<file path="src/sv/germ_pkg.sv">
// ----------------------------------------------------------------------------
// germ_pkg
// Types and constants shared by the gamepad edge, repeat and merge block.
// ----------------------------------------------------------------------------
package germ_pkg;

	// Pad status codes carried in the err field.
	localparam logic [1:0] ERR_NONE        = 2'd0;
	localparam logic [1:0] ERR_NOT_READY   = 2'd1;
	localparam logic [1:0] ERR_NO_PAD      = 2'd2;
	localparam logic [1:0] ERR_XFER        = 2'd3;

	// Link device mode in which it stands in for the pad.
	localparam logic [1:0] LINK_MODE_PAD   = 2'd0;

	// Configuration register indexes.
	localparam logic [1:0] CFG_TRIGGER_THRESHOLD    = 2'd0;
	localparam logic [1:0] CFG_REPEAT_DELAY         = 2'd1;
	localparam logic [1:0] CFG_STICK_DPAD_ENABLE    = 2'd2;
	localparam logic [1:0] CFG_STICK_DPAD_THRESHOLD = 2'd3;

	localparam logic [7:0]  TRIGGER_THRESHOLD_RESET    = 8'd100;
	localparam logic [15:0] REPEAT_DELAY_RESET         = 16'h0010;
	localparam logic [7:0]  STICK_DPAD_THRESHOLD_RESET = 8'd1;

	// Result kinds.
	localparam logic KIND_PORT   = 1'b0;
	localparam logic KIND_MERGED = 1'b1;

	// Button bits.
	localparam logic [15:0] REPEAT_MASK = 16'h1F7F;
	localparam logic [15:0] DIR_CLEAR   = 16'hFFF0;
	localparam logic [15:0] BTN_L       = 16'h0040;
	localparam logic [15:0] BTN_R       = 16'h0020;
	localparam logic [15:0] BTN_LEFT    = 16'h0001;
	localparam logic [15:0] BTN_RIGHT   = 16'h0002;
	localparam logic [15:0] BTN_DOWN    = 16'h0004;
	localparam logic [15:0] BTN_UP      = 16'h0008;

	// Stick direction bits.
	localparam logic [3:0] DIR_LEFT  = 4'h1;
	localparam logic [3:0] DIR_RIGHT = 4'h2;
	localparam logic [3:0] DIR_DOWN  = 4'h4;
	localparam logic [3:0] DIR_UP    = 4'h8;

	typedef struct packed {
		logic [1:0]        port;
		logic [1:0]        err;
		logic [15:0]       pad_buttons;
		logic [7:0]        trigger_left;
		logic [7:0]        trigger_right;
		logic signed [7:0] stick_x;
		logic signed [7:0] stick_y;
		logic              link_connected;
		logic [1:0]        link_mode;
		logic [15:0]       link_buttons;
	} sample_t;

	typedef struct packed {
		logic              result_kind;
		logic              last;
		logic [15:0]       buttons_held;
		logic [15:0]       buttons_pressed;
		logic [15:0]       buttons_released;
		logic [15:0]       buttons_repeat;
		logic [3:0]        stick_dirs;
		logic [3:0]        stick_dirs_new;
		logic [15:0]       link_held;
		logic [15:0]       link_pressed;
		logic signed [7:0] stick_x_out;
		logic signed [7:0] stick_y_out;
	} result_t;

	typedef struct packed {
		logic [7:0]  trigger_threshold;
		logic [15:0] repeat_delay;
		logic        stick_dpad_enable;
		logic [7:0]  stick_dpad_threshold;
	} cfg_t;

	typedef struct packed {
		logic [15:0]       buttons;
		logic [15:0]       link_buttons;
		logic signed [7:0] stick_x;
		logic signed [7:0] stick_y;
		logic [3:0]        dirs;
		logic [15:0]       repeat_count;
		logic [15:0]       last_pressed;
		logic [15:0]       last_released;
		logic [15:0]       last_repeat;
		logic [3:0]        last_dirs_new;
	} port_state_t;

	typedef struct packed {
		logic [15:0]       held;
		logic [15:0]       pressed;
		logic [15:0]       released;
		logic [15:0]       repeat_bits;
		logic [3:0]        dirs;
		logic [3:0]        dirs_new;
		logic [15:0]       link_held;
		logic [15:0]       link_pressed;
		logic signed [7:0] stick_x;
		logic signed [7:0] stick_y;
	} merge_t;

endpackage

</file>
<file path="src/sv/gamepad_edge_repeat_merge_top.sv">
// Takes one sample word per cycle unless result back-pressure or a waiting
// merged word holds it off, and gives a port result for it: the sample is
// registered, processed in one pass against the per-port state flops, and the
// result word lands in an output register. The sample for the last port also
// gives a merged frame word, which waits in a second register behind the port
// word; the next sample is held off until that word has moved to the output
// register. Ports at or above NUM_PORTS are consumed without a result.
// ----------------------------------------------------------------------------
// gamepad_edge_repeat_merge_top
// Per-port button edges, autorepeat, stick directions and link buttons, with
// an OR-merged frame result (the stick keeps the largest magnitude) after the last port.
// ----------------------------------------------------------------------------
module gamepad_edge_repeat_merge_top #(
	parameter int NUM_PORTS = 4
) (
	input  logic                clk,
	input  logic                arst_n,
	input  logic                sample_valid,
	output logic                sample_ready,
	input  germ_pkg::sample_t   sample,
	output logic                result_valid,
	input  logic                result_ready,
	output germ_pkg::result_t   result,
	input  logic                cfg_we,
	input  logic [1:0]          cfg_index,
	input  logic [15:0]         cfg_data
);

	localparam int IDX_W = (NUM_PORTS > 1) ? $clog2(NUM_PORTS) : 1;

	germ_pkg::cfg_t        cfg_q;
	logic                  s1_valid_q;
	germ_pkg::sample_t     sample_s1;
	germ_pkg::port_state_t ps_q [NUM_PORTS];
	germ_pkg::merge_t      merge_q;
	logic                  out_valid_q;
	germ_pkg::result_t     out_q;
	logic                  pend_valid_q;
	germ_pkg::result_t     pend_q;

	logic                  out_free;
	logic                  fire;
	logic                  in_range;
	logic                  last_port;
	logic [IDX_W-1:0]      idx;
	germ_pkg::port_state_t ps_next;
	germ_pkg::merge_t      acc_next;
	germ_pkg::result_t     port_res;
	germ_pkg::result_t     merge_res;

	assign out_free     = !out_valid_q || result_ready;
	assign fire         = s1_valid_q && !pend_valid_q && out_free;
	assign sample_ready = !s1_valid_q || fire;
	assign in_range     = (32'(sample_s1.port) < NUM_PORTS);
	assign last_port    = (32'(sample_s1.port) == NUM_PORTS - 1);
	assign idx          = IDX_W'(sample_s1.port);
	assign result_valid = out_valid_q;
	assign result       = out_q;

	always_ff @(posedge clk or negedge arst_n) begin
		if (!arst_n) begin
			cfg_q.trigger_threshold    <= germ_pkg::TRIGGER_THRESHOLD_RESET;
			cfg_q.repeat_delay         <= germ_pkg::REPEAT_DELAY_RESET;
			cfg_q.stick_dpad_enable    <= 1'b0;
			cfg_q.stick_dpad_threshold <= germ_pkg::STICK_DPAD_THRESHOLD_RESET;
		end else if (cfg_we) begin
			unique case (cfg_index)
				germ_pkg::CFG_TRIGGER_THRESHOLD:    cfg_q.trigger_threshold <= cfg_data[7:0];
				germ_pkg::CFG_REPEAT_DELAY:         cfg_q.repeat_delay <= cfg_data;
				germ_pkg::CFG_STICK_DPAD_ENABLE:    cfg_q.stick_dpad_enable <= cfg_data[0];
				germ_pkg::CFG_STICK_DPAD_THRESHOLD: cfg_q.stick_dpad_threshold <= cfg_data[7:0];
				default: ;
			endcase
		end
	end

	always_ff @(posedge clk or negedge arst_n) begin
		if (!arst_n) begin
			s1_valid_q <= 1'b0;
		end else if (sample_ready) begin
			s1_valid_q <= sample_valid;
		end
	end

	always_ff @(posedge clk) begin
		if (sample_ready && sample_valid) begin
			sample_s1 <= sample;
		end
	end

	germ_update u_update (
		.cfg       (cfg_q),
		.smp       (sample_s1),
		.last_port (last_port),
		.ps_cur    (ps_q[idx]),
		.acc_cur   (merge_q),
		.ps_next   (ps_next),
		.acc_next  (acc_next),
		.port_res  (port_res),
		.merge_res (merge_res)
	);

	always_ff @(posedge clk or negedge arst_n) begin
		if (!arst_n) begin
			for (int i = 0; i < NUM_PORTS; i++) begin
				ps_q[i] <= '0;
			end
			merge_q <= '0;
		end else if (fire && in_range) begin
			ps_q[idx] <= ps_next;
			merge_q   <= acc_next;
		end
	end

	// A waiting merged word always goes out before a new sample is processed.
	always_ff @(posedge clk or negedge arst_n) begin
		if (!arst_n) begin
			out_valid_q  <= 1'b0;
			pend_valid_q <= 1'b0;
		end else if (out_free) begin
			if (pend_valid_q) begin
				out_valid_q  <= 1'b1;
				pend_valid_q <= 1'b0;
			end else if (fire && in_range) begin
				out_valid_q  <= 1'b1;
				pend_valid_q <= last_port;
			end else begin
				out_valid_q <= 1'b0;
			end
		end
	end

	always_ff @(posedge clk) begin
		if (out_free) begin
			if (pend_valid_q) begin
				out_q <= pend_q;
			end else if (fire && in_range) begin
				out_q  <= port_res;
				pend_q <= merge_res;
			end
		end
	end

`ifndef SYNTHESIS
	a_pend_behind_out: assert property (@(posedge clk) disable iff (!arst_n)
		pend_valid_q |-> out_valid_q)
		else $error("merged word waiting with an empty output register");

	a_not_last_has_merge: assert property (@(posedge clk) disable iff (!arst_n)
		(result_valid && !result.last) |-> pend_valid_q)
		else $error("port word without last but no merged word behind it");

	a_merge_is_last: assert property (@(posedge clk) disable iff (!arst_n)
		(result_valid && result.result_kind == germ_pkg::KIND_MERGED) |-> result.last)
		else $error("merged word without last");

	a_s1_holds: assert property (@(posedge clk) disable iff (!arst_n)
		(s1_valid_q && !fire) |=> (s1_valid_q && $stable(sample_s1)))
		else $error("registered sample lost before processing");
`endif

endmodule

</file>
<file path="src/sv/germ_update.sv">
// ----------------------------------------------------------------------------
// germ_update
// Next-state and result logic for one controller sample: button mapping,
// edges, autorepeat, stick directions, link buttons and the frame merge.
// ----------------------------------------------------------------------------
module germ_update (
	input  germ_pkg::cfg_t        cfg,
	input  germ_pkg::sample_t     smp,
	input  logic                  last_port,
	input  germ_pkg::port_state_t ps_cur,
	input  germ_pkg::merge_t      acc_cur,
	output germ_pkg::port_state_t ps_next,
	output germ_pkg::merge_t      acc_next,
	output germ_pkg::result_t     port_res,
	output germ_pkg::result_t     merge_res
);

	function automatic logic [7:0] mag8(input logic [7:0] v);
		mag8 = v[7] ? 8'(~v + 8'd1) : v;
	endfunction

	germ_pkg::merge_t acc_base;
	logic             stand_in;
	logic             pad_used;
	logic [15:0]      b;
	logic [7:0]       ox_mag;
	logic [7:0]       oy_mag;
	logic             ox_zero;
	logic             oy_zero;
	logic [3:0]       dirs;
	logic [15:0]      pressed;
	logic [15:0]      released;
	logic [15:0]      rep;
	logic [3:0]       dnew;
	logic [15:0]      cnt_inc;
	logic [15:0]      cnt;
	logic [15:0]      link_new;
	logic [15:0]      link_press;

	assign stand_in = smp.link_connected && (smp.link_mode == germ_pkg::LINK_MODE_PAD);
	assign pad_used = (smp.err == germ_pkg::ERR_NONE) || stand_in;
	assign ox_mag   = mag8(ps_cur.stick_x);
	assign oy_mag   = mag8(ps_cur.stick_y);
	assign ox_zero  = (ps_cur.stick_x == 8'sd0);
	assign oy_zero  = (ps_cur.stick_y == 8'sd0);
	assign cnt_inc  = ps_cur.repeat_count + 16'd1;
	assign link_new   = smp.link_connected ? smp.link_buttons : ps_cur.link_buttons;
	assign link_press = link_new & ~ps_cur.link_buttons;

	// The frame merge restarts with the sample of port 0.
	assign acc_base = (smp.port == 2'd0) ? '0 : acc_cur;

	always_comb begin
		b = '0;
		dirs = ps_cur.dirs;
		if (pad_used) begin
			b = stand_in ? smp.link_buttons : smp.pad_buttons;
			if (smp.trigger_left >= cfg.trigger_threshold) b = b | germ_pkg::BTN_L;
			if (smp.trigger_right >= cfg.trigger_threshold) b = b | germ_pkg::BTN_R;
			// The d-pad mapping looks at the stick stored by the previous sample.
			if (cfg.stick_dpad_enable && (ox_mag >= cfg.stick_dpad_threshold ||
					oy_mag >= cfg.stick_dpad_threshold)) begin
				b = b & germ_pkg::DIR_CLEAR;
				if (!ps_cur.stick_x[7] && ox_mag >= cfg.stick_dpad_threshold)
					b = b | germ_pkg::BTN_RIGHT;
				if ((ps_cur.stick_x[7] || ox_zero) && ox_mag >= cfg.stick_dpad_threshold)
					b = b | germ_pkg::BTN_LEFT;
				if (!ps_cur.stick_y[7] && oy_mag >= cfg.stick_dpad_threshold)
					b = b | germ_pkg::BTN_UP;
				if ((ps_cur.stick_y[7] || oy_zero) && oy_mag >= cfg.stick_dpad_threshold)
					b = b | germ_pkg::BTN_DOWN;
			end
			dirs = '0;
			if (smp.stick_x[7]) dirs = dirs | germ_pkg::DIR_LEFT;
			if (!smp.stick_x[7] && smp.stick_x != 8'sd0) dirs = dirs | germ_pkg::DIR_RIGHT;
			if (smp.stick_y[7]) dirs = dirs | germ_pkg::DIR_DOWN;
			if (!smp.stick_y[7] && smp.stick_y != 8'sd0) dirs = dirs | germ_pkg::DIR_UP;
		end
	end

	always_comb begin
		pressed  = b & ~ps_cur.buttons;
		released = ps_cur.buttons & ~b;
		dnew     = dirs & ~ps_cur.dirs;
		rep      = ps_cur.buttons & b & germ_pkg::REPEAT_MASK;
		cnt      = '0;
		if (rep != 16'd0) begin
			cnt = cnt_inc;
			if (cnt_inc < cfg.repeat_delay || cnt_inc[0]) rep = '0;
		end
		rep = rep | pressed;
	end

	always_comb begin
		ps_next  = ps_cur;
		acc_next = acc_base;
		if (smp.err != germ_pkg::ERR_NOT_READY) begin
			ps_next.buttons       = b;
			ps_next.stick_x       = pad_used ? smp.stick_x : 8'sd0;
			ps_next.stick_y       = pad_used ? smp.stick_y : 8'sd0;
			ps_next.dirs          = dirs;
			ps_next.repeat_count  = cnt;
			ps_next.last_pressed  = pressed;
			ps_next.last_released = released;
			ps_next.last_repeat   = rep;
			ps_next.last_dirs_new = dnew;

			acc_next.held        = acc_base.held | b;
			acc_next.pressed     = acc_base.pressed | pressed;
			acc_next.released    = acc_base.released | released;
			acc_next.repeat_bits = acc_base.repeat_bits | rep;
			acc_next.dirs        = acc_base.dirs | dirs;
			acc_next.dirs_new    = acc_base.dirs_new | dnew;
			if (mag8(acc_base.stick_x) < mag8(ps_next.stick_x))
				acc_next.stick_x = ps_next.stick_x;
			if (mag8(acc_base.stick_y) < mag8(ps_next.stick_y))
				acc_next.stick_y = ps_next.stick_y;
		end
		ps_next.link_buttons  = link_new;
		acc_next.link_held    = acc_base.link_held | link_new;
		acc_next.link_pressed = acc_base.link_pressed | link_press;
	end

	always_comb begin
		port_res.result_kind      = germ_pkg::KIND_PORT;
		port_res.last             = !last_port;
		port_res.buttons_held     = ps_next.buttons;
		port_res.buttons_pressed  = ps_next.last_pressed;
		port_res.buttons_released = ps_next.last_released;
		port_res.buttons_repeat   = ps_next.last_repeat;
		port_res.stick_dirs       = ps_next.dirs;
		port_res.stick_dirs_new   = ps_next.last_dirs_new;
		port_res.link_held        = ps_next.link_buttons;
		port_res.link_pressed     = link_press;
		port_res.stick_x_out      = ps_next.stick_x;
		port_res.stick_y_out      = ps_next.stick_y;

		merge_res.result_kind      = germ_pkg::KIND_MERGED;
		merge_res.last             = 1'b1;
		merge_res.buttons_held     = acc_next.held;
		merge_res.buttons_pressed  = acc_next.pressed;
		merge_res.buttons_released = acc_next.released;
		merge_res.buttons_repeat   = acc_next.repeat_bits;
		merge_res.stick_dirs       = acc_next.dirs;
		merge_res.stick_dirs_new   = acc_next.dirs_new;
		merge_res.link_held        = acc_next.link_held;
		merge_res.link_pressed     = acc_next.link_pressed;
		merge_res.stick_x_out      = acc_next.stick_x;
		merge_res.stick_y_out      = acc_next.stick_y;
	end

endmodule

</file>
<file path="config.mk">
export PLATFORM = sky130hd
export DESIGN_NAME = gamepad_edge_repeat_merge_top
export DESIGN_NICKNAME = d
export VERILOG_FILES = /design/src/sv/germ_pkg.sv /design/src/sv/gamepad_edge_repeat_merge_top.sv /design/src/sv/germ_update.sv
export SDC_FILE = /design/constraint.sdc
export NUM_CORES = 2
export LEC_CHECK = 0
export ABC_AREA = 1
export BUFFER_PORTS_ARGS = -buffer_cell sky130_fd_sc_hd__buf_2
export CAP_MARGIN = 10
export CELL_PAD_IN_SITES_DETAIL_PLACEMENT = 0
export CELL_PAD_IN_SITES_GLOBAL_PLACEMENT = 1
export CORE_MARGIN = 3
export CORE_UTILIZATION = 35
export DETAILED_ROUTE_END_ITERATION = 10
export PLACE_DENSITY_LB_ADDON = 0.1
export SYNTH_ARGS = -nofsm -noshare
export SYNTH_HDL_FRONTEND = slang
export SYNTH_SLANG_ARGS = --single-unit
</file>
<file path="constraint.sdc">
create_clock -name clk -period 9.2 [get_ports clk]
set_clock_uncertainty 0.1 [all_clocks]
set_input_delay 1.84 -clock clk [delete_from_list [all_inputs] [get_ports clk]]
set_output_delay 1.84 -clock clk [all_outputs]
set_load 0.01 [all_outputs]
</file>
==> summary.md <==
| Metric | Value |
|---|---|
| Outcome | `finished, final reports clean` |
| Final setup violation count | `0` |
| HPWL after DPL | `83,300 µm` |
| Wire length of the first global-routing pass | `208,700 µm` |
| Distinct cells, synth | `51` |
| Critical path capture point type | `flip-flop` |
| Final core utilization | `0.4063` |
| Final GP Congestion | `0.7873` |
| Post-Syn Instances | `4,728` |
| Switching Power | `0.004868 W` |
| Post-CTS Setup Bufs | `0` |
| Number of H-tree levels | `3` |
| Row Count | `127` |
| M1 GR Usage | `0.3000` |
| Proportion of layout cells with a drive suffix above 1 | `0.1072` |
| Hold path cells | `2` |
| Core area | `120,900 µm²` |
| Clock-pin slew of the registers on the worst-case setup and hold paths | `60 ps` |
| Pwr/cell area | `294.5 nW/µm²` |
| Yosys Warn Count | `0` |
| Placed Cells | `6,351` |
| RSZ-0062 raised after global routing | `no` |
| Final period utilization | `0.6410` |
| Drt wl/cell | `20.91 µm` |
| Synth top area share | `0.3674` |
| Vias | `32,588` |
| CP max stage cell | `edfxtp_1` |
| Max_slew headroom | `0.2420` |
| Num CTS Buffers | `109` |
| Global route overflow | `0` |
| Worst path max stage delay | `910 ps` |
| Critical path launch point type | `flip-flop` |
| DRT Pass-1 Iters | `6` |
| Setup TNS | `0 ps` |
| Share of total power in the clock network | `0.301` |
| CTS tree | `done` |
| Detail Route Antenna Nets | `0` |
| Most frequent CP cell | `nor2_1` |
| Clock sinks | `949` |
| Hold_buf cts | `0` |
| Total power | `0.01447 W` |
| Worst setup path class | `reg2reg` |
| Met2 Use GR | `0.3524` |
| P_leak | `22.36 nW` |
| Worst skew pair latency | `700 ps` |
| Post-synthesis register bit count | `949` |
| Final Hold Vio Count | `0` |
| Cells along the critical path | `nand2_2, nand2_2, clkinv_1, nor2_1, inv_1, nor2_1, mux2i_1, inv_1, ha_1, a21oi_1, nor2_1, a2111oi_0, nand2_1, o31ai_1, nand2_1, o21ai_0` |
| Top post-synthesis cells by area | `dfrtp_1 (37%), edfxtp_1 (22%), nand2_1 (12%)` |
| Residual DRC | `0` |
| Initial Utilization | `0.3555` |
| Maximum clock frequency | `169.6 MHz` |
| Largest area contributor in the netlist | `dfrtp_1` |
| Critical path peak fanout | `27` |
| Vias/cell | `4.969` |
| Max_cap viols | `0` |
| Root Buffer | `clkbuf_16` |
| Total GRT Usage | `0.2162` |
| I/O pin cnt | `218` |
| Worst hold path class | `reg2reg` |
| Reg power frac | `0.441` |
| GRT met3 Usage | `0.03195` |
| Busiest layer in global routing | `met2` |
| Layout area overhead | `14.31%` |
| Die Ht | `356.4 µm` |
| EDFF count, synth | `313` |
| Post-CTS sizing | `0` |
| Worst-margin pin slew | `1125 ps` |
| Net Sw Frac | `0.3364` |
| Post-synth top flop | `dfrtp_1` |
| Worst Path Required | `9700 ps` |
| Cell area after layout | `49,130 µm²` |
| Initial DRC count | `2,390` |
| Largest net degree at the start of global routing | `142` |
| Reg2reg path depth | `16` |
| Ys async rst share | `0.6702` |
| Slew Viols, Final | `0` |
| WL final | `137,100 µm` |
| Syn Area/Cell | `9.091 µm²` |
| Arr. time, crit path | `6400 ps` |
| Internal power | `0.009601 W` |
| Vias in the first global route | `32,118` |
| Placed Area | `45,540 µm²` |
| Minimum clock period | `5897 ps` |
| Clock Tree Buf Depth | `3` |
| Register area share after synthesis | `0.5891` |
| Die ar. | `127,100 µm²` |
| Fill cells | `12,102` |
| I/O Buffers | `217` |
| Fin nets | `5,013` |
| Die width | `356.4 µm` |
| VDD IR max | `0.1561 mV` |
| Syn nets | `4,890` |
| Comb power frac | `0.258` |
| Initial antenna violation count | `8` |
| Post-Syn Area | `42,980 µm²` |
| Final Non-Filler Cells | `6,558` |
-- state kept, by name (all words and copies together), names as in the netlist --
register	cells
cfg_q	33
idx	2
merge_q	120
pend_q	120
pend_valid_q	1
ps_q	480
result	122
result_valid	1
s1_valid_q	1
sample_s1	69
-- final timing paths --
path	startpoint	end	slack, ps
worst max register to register	sample_s1[18]$_DFFE_PP_	merge_q[14]$_DFFE_PN0P_	3300
min in group asynchronous	arst_n	merge_q[36]$_DFFE_PN0P_	990
max in group asynchronous	arst_n	pend_valid_q$_DFFE_PN0N_	6560
worst min-delay path	ps_q[62]$_DFFE_PN0P_	ps_q[62]$_DFFE_PN0P_	370
worst min register to register	ps_q[62]$_DFFE_PN0P_	ps_q[62]$_DFFE_PN0P_	370
worst max-delay path	sample_s1[18]$_DFFE_PP_	merge_q[14]$_DFFE_PN0P_	3300
-- power groups by stage --
stage	registers [W]	logic [W]	clock network (W)
floorplan	0.00638	0.00251	0
CTS	0.00638	0.00378	0.00448
global placement	0.00643	0.00374	0
finish	0.00638	0.00373	0.00436
global route	0.00652	0.00430	0.00466
detailed placement	0.00645	0.00377	0
-- cell usage after synthesis, types with 5 or more instances --
library cell,instances
nand3_4,9
o21ai_1,8
dfstp_2,5
edfxtp_1,313
buf_2,30
dfrtp_1,631
buf_6,6
nor2_2,6
a22o_1,20
a221oi_1,23
a21oi_1,58
o22ai_1,188
nand2_2,26
nand3b_1,7
nor3_2,10
o31ai_1,5
nor2_4,6
nand3_1,111
a22oi_1,36
inv_2,10
a31oi_1,43
o21ai_0,693
xor2_1,20
nand4_1,12
buf_1,31
nor2_1,205
nor3_1,20
nand2_1,1356
buf_4,8
clkbuf_1,181
ha_1,68
inv_1,545
-- cell usage in the layout, fill, tap and decap left out, types with 21 or more instances in the layout --
cell type / count
edfxtp_1: 313
a31oi_1: 43
nand2_1: 1356
clkbuf_1: 33
a22oi_1: 36
buf_4: 46
nand3_1: 111
clkbuf_16: 112
nor2_1: 201
a21oi_1: 56
dfrtp_1: 630
ha_1: 68
nand2_2: 26
buf_2: 216
o22ai_1: 188
a221oi_1: 23
clkinv_2: 21
o21ai_0: 693
inv_1: 543
-- cell families (layout without fill, tap and decap cells) --
logic type | Yosys count | in the layout | synth area share
fa+ha+maj | 68 | 68 | 0.01979
other cells | 0 | 1 | 0
buf+inv | 814 | 1031 | 0.07414
compound gates | 1086 | 1086 | 0.1405
mux | 6 | 6 | 0.001485
flops | 949 | 949 | 0.5891
xor+xnor | 20 | 20 | 0.004075
simple gates | 1785 | 1785 | 0.1710
-- metal layers --
layer,up-vias,routed length (µm)
met5,-,13
met4,2,3877
met3,182,5893
met2,702,64190
met1,15849,63140
li1,15853,-
-- cell type report --
class	count	area, µm²	share of cell area
Inverter	557	2111	0.04296
Timing Repair Buffer	269	1562	0.03178
Clock buffer	159	3119	0.06348
Clock inverter	46	460.4	0.009371
Sequential cell	949	25320	0.5154
Antenna cell	1	2.502	0.00005093
Multi-Input combinational cell	2965	14540	0.2959
Tap cell	1612	2017	0.04105
-- worst max-delay path: cells and delay by family, from the launching register on --
family | cells | cell delay [ps]
simple gates | 7 | 2500
flops | 1 | 910
compound gates | 4 | 890
buf+inv | 3 | 880
fa+ha+maj | 1 | 300
mux | 1 | 190
-- metrics by stage --
step / hold WS [ps] / setup WS, ps
floorplan: 348.9 / 673.1
global placement: 361.5 / 3382
finish: 374.8 / 3303
global route: 392.4 / 2596
CTS: 380.5 / 3187
detailed placement: 364.8 / 3198
Note: power is estimated with default switching activity, not from simulation.
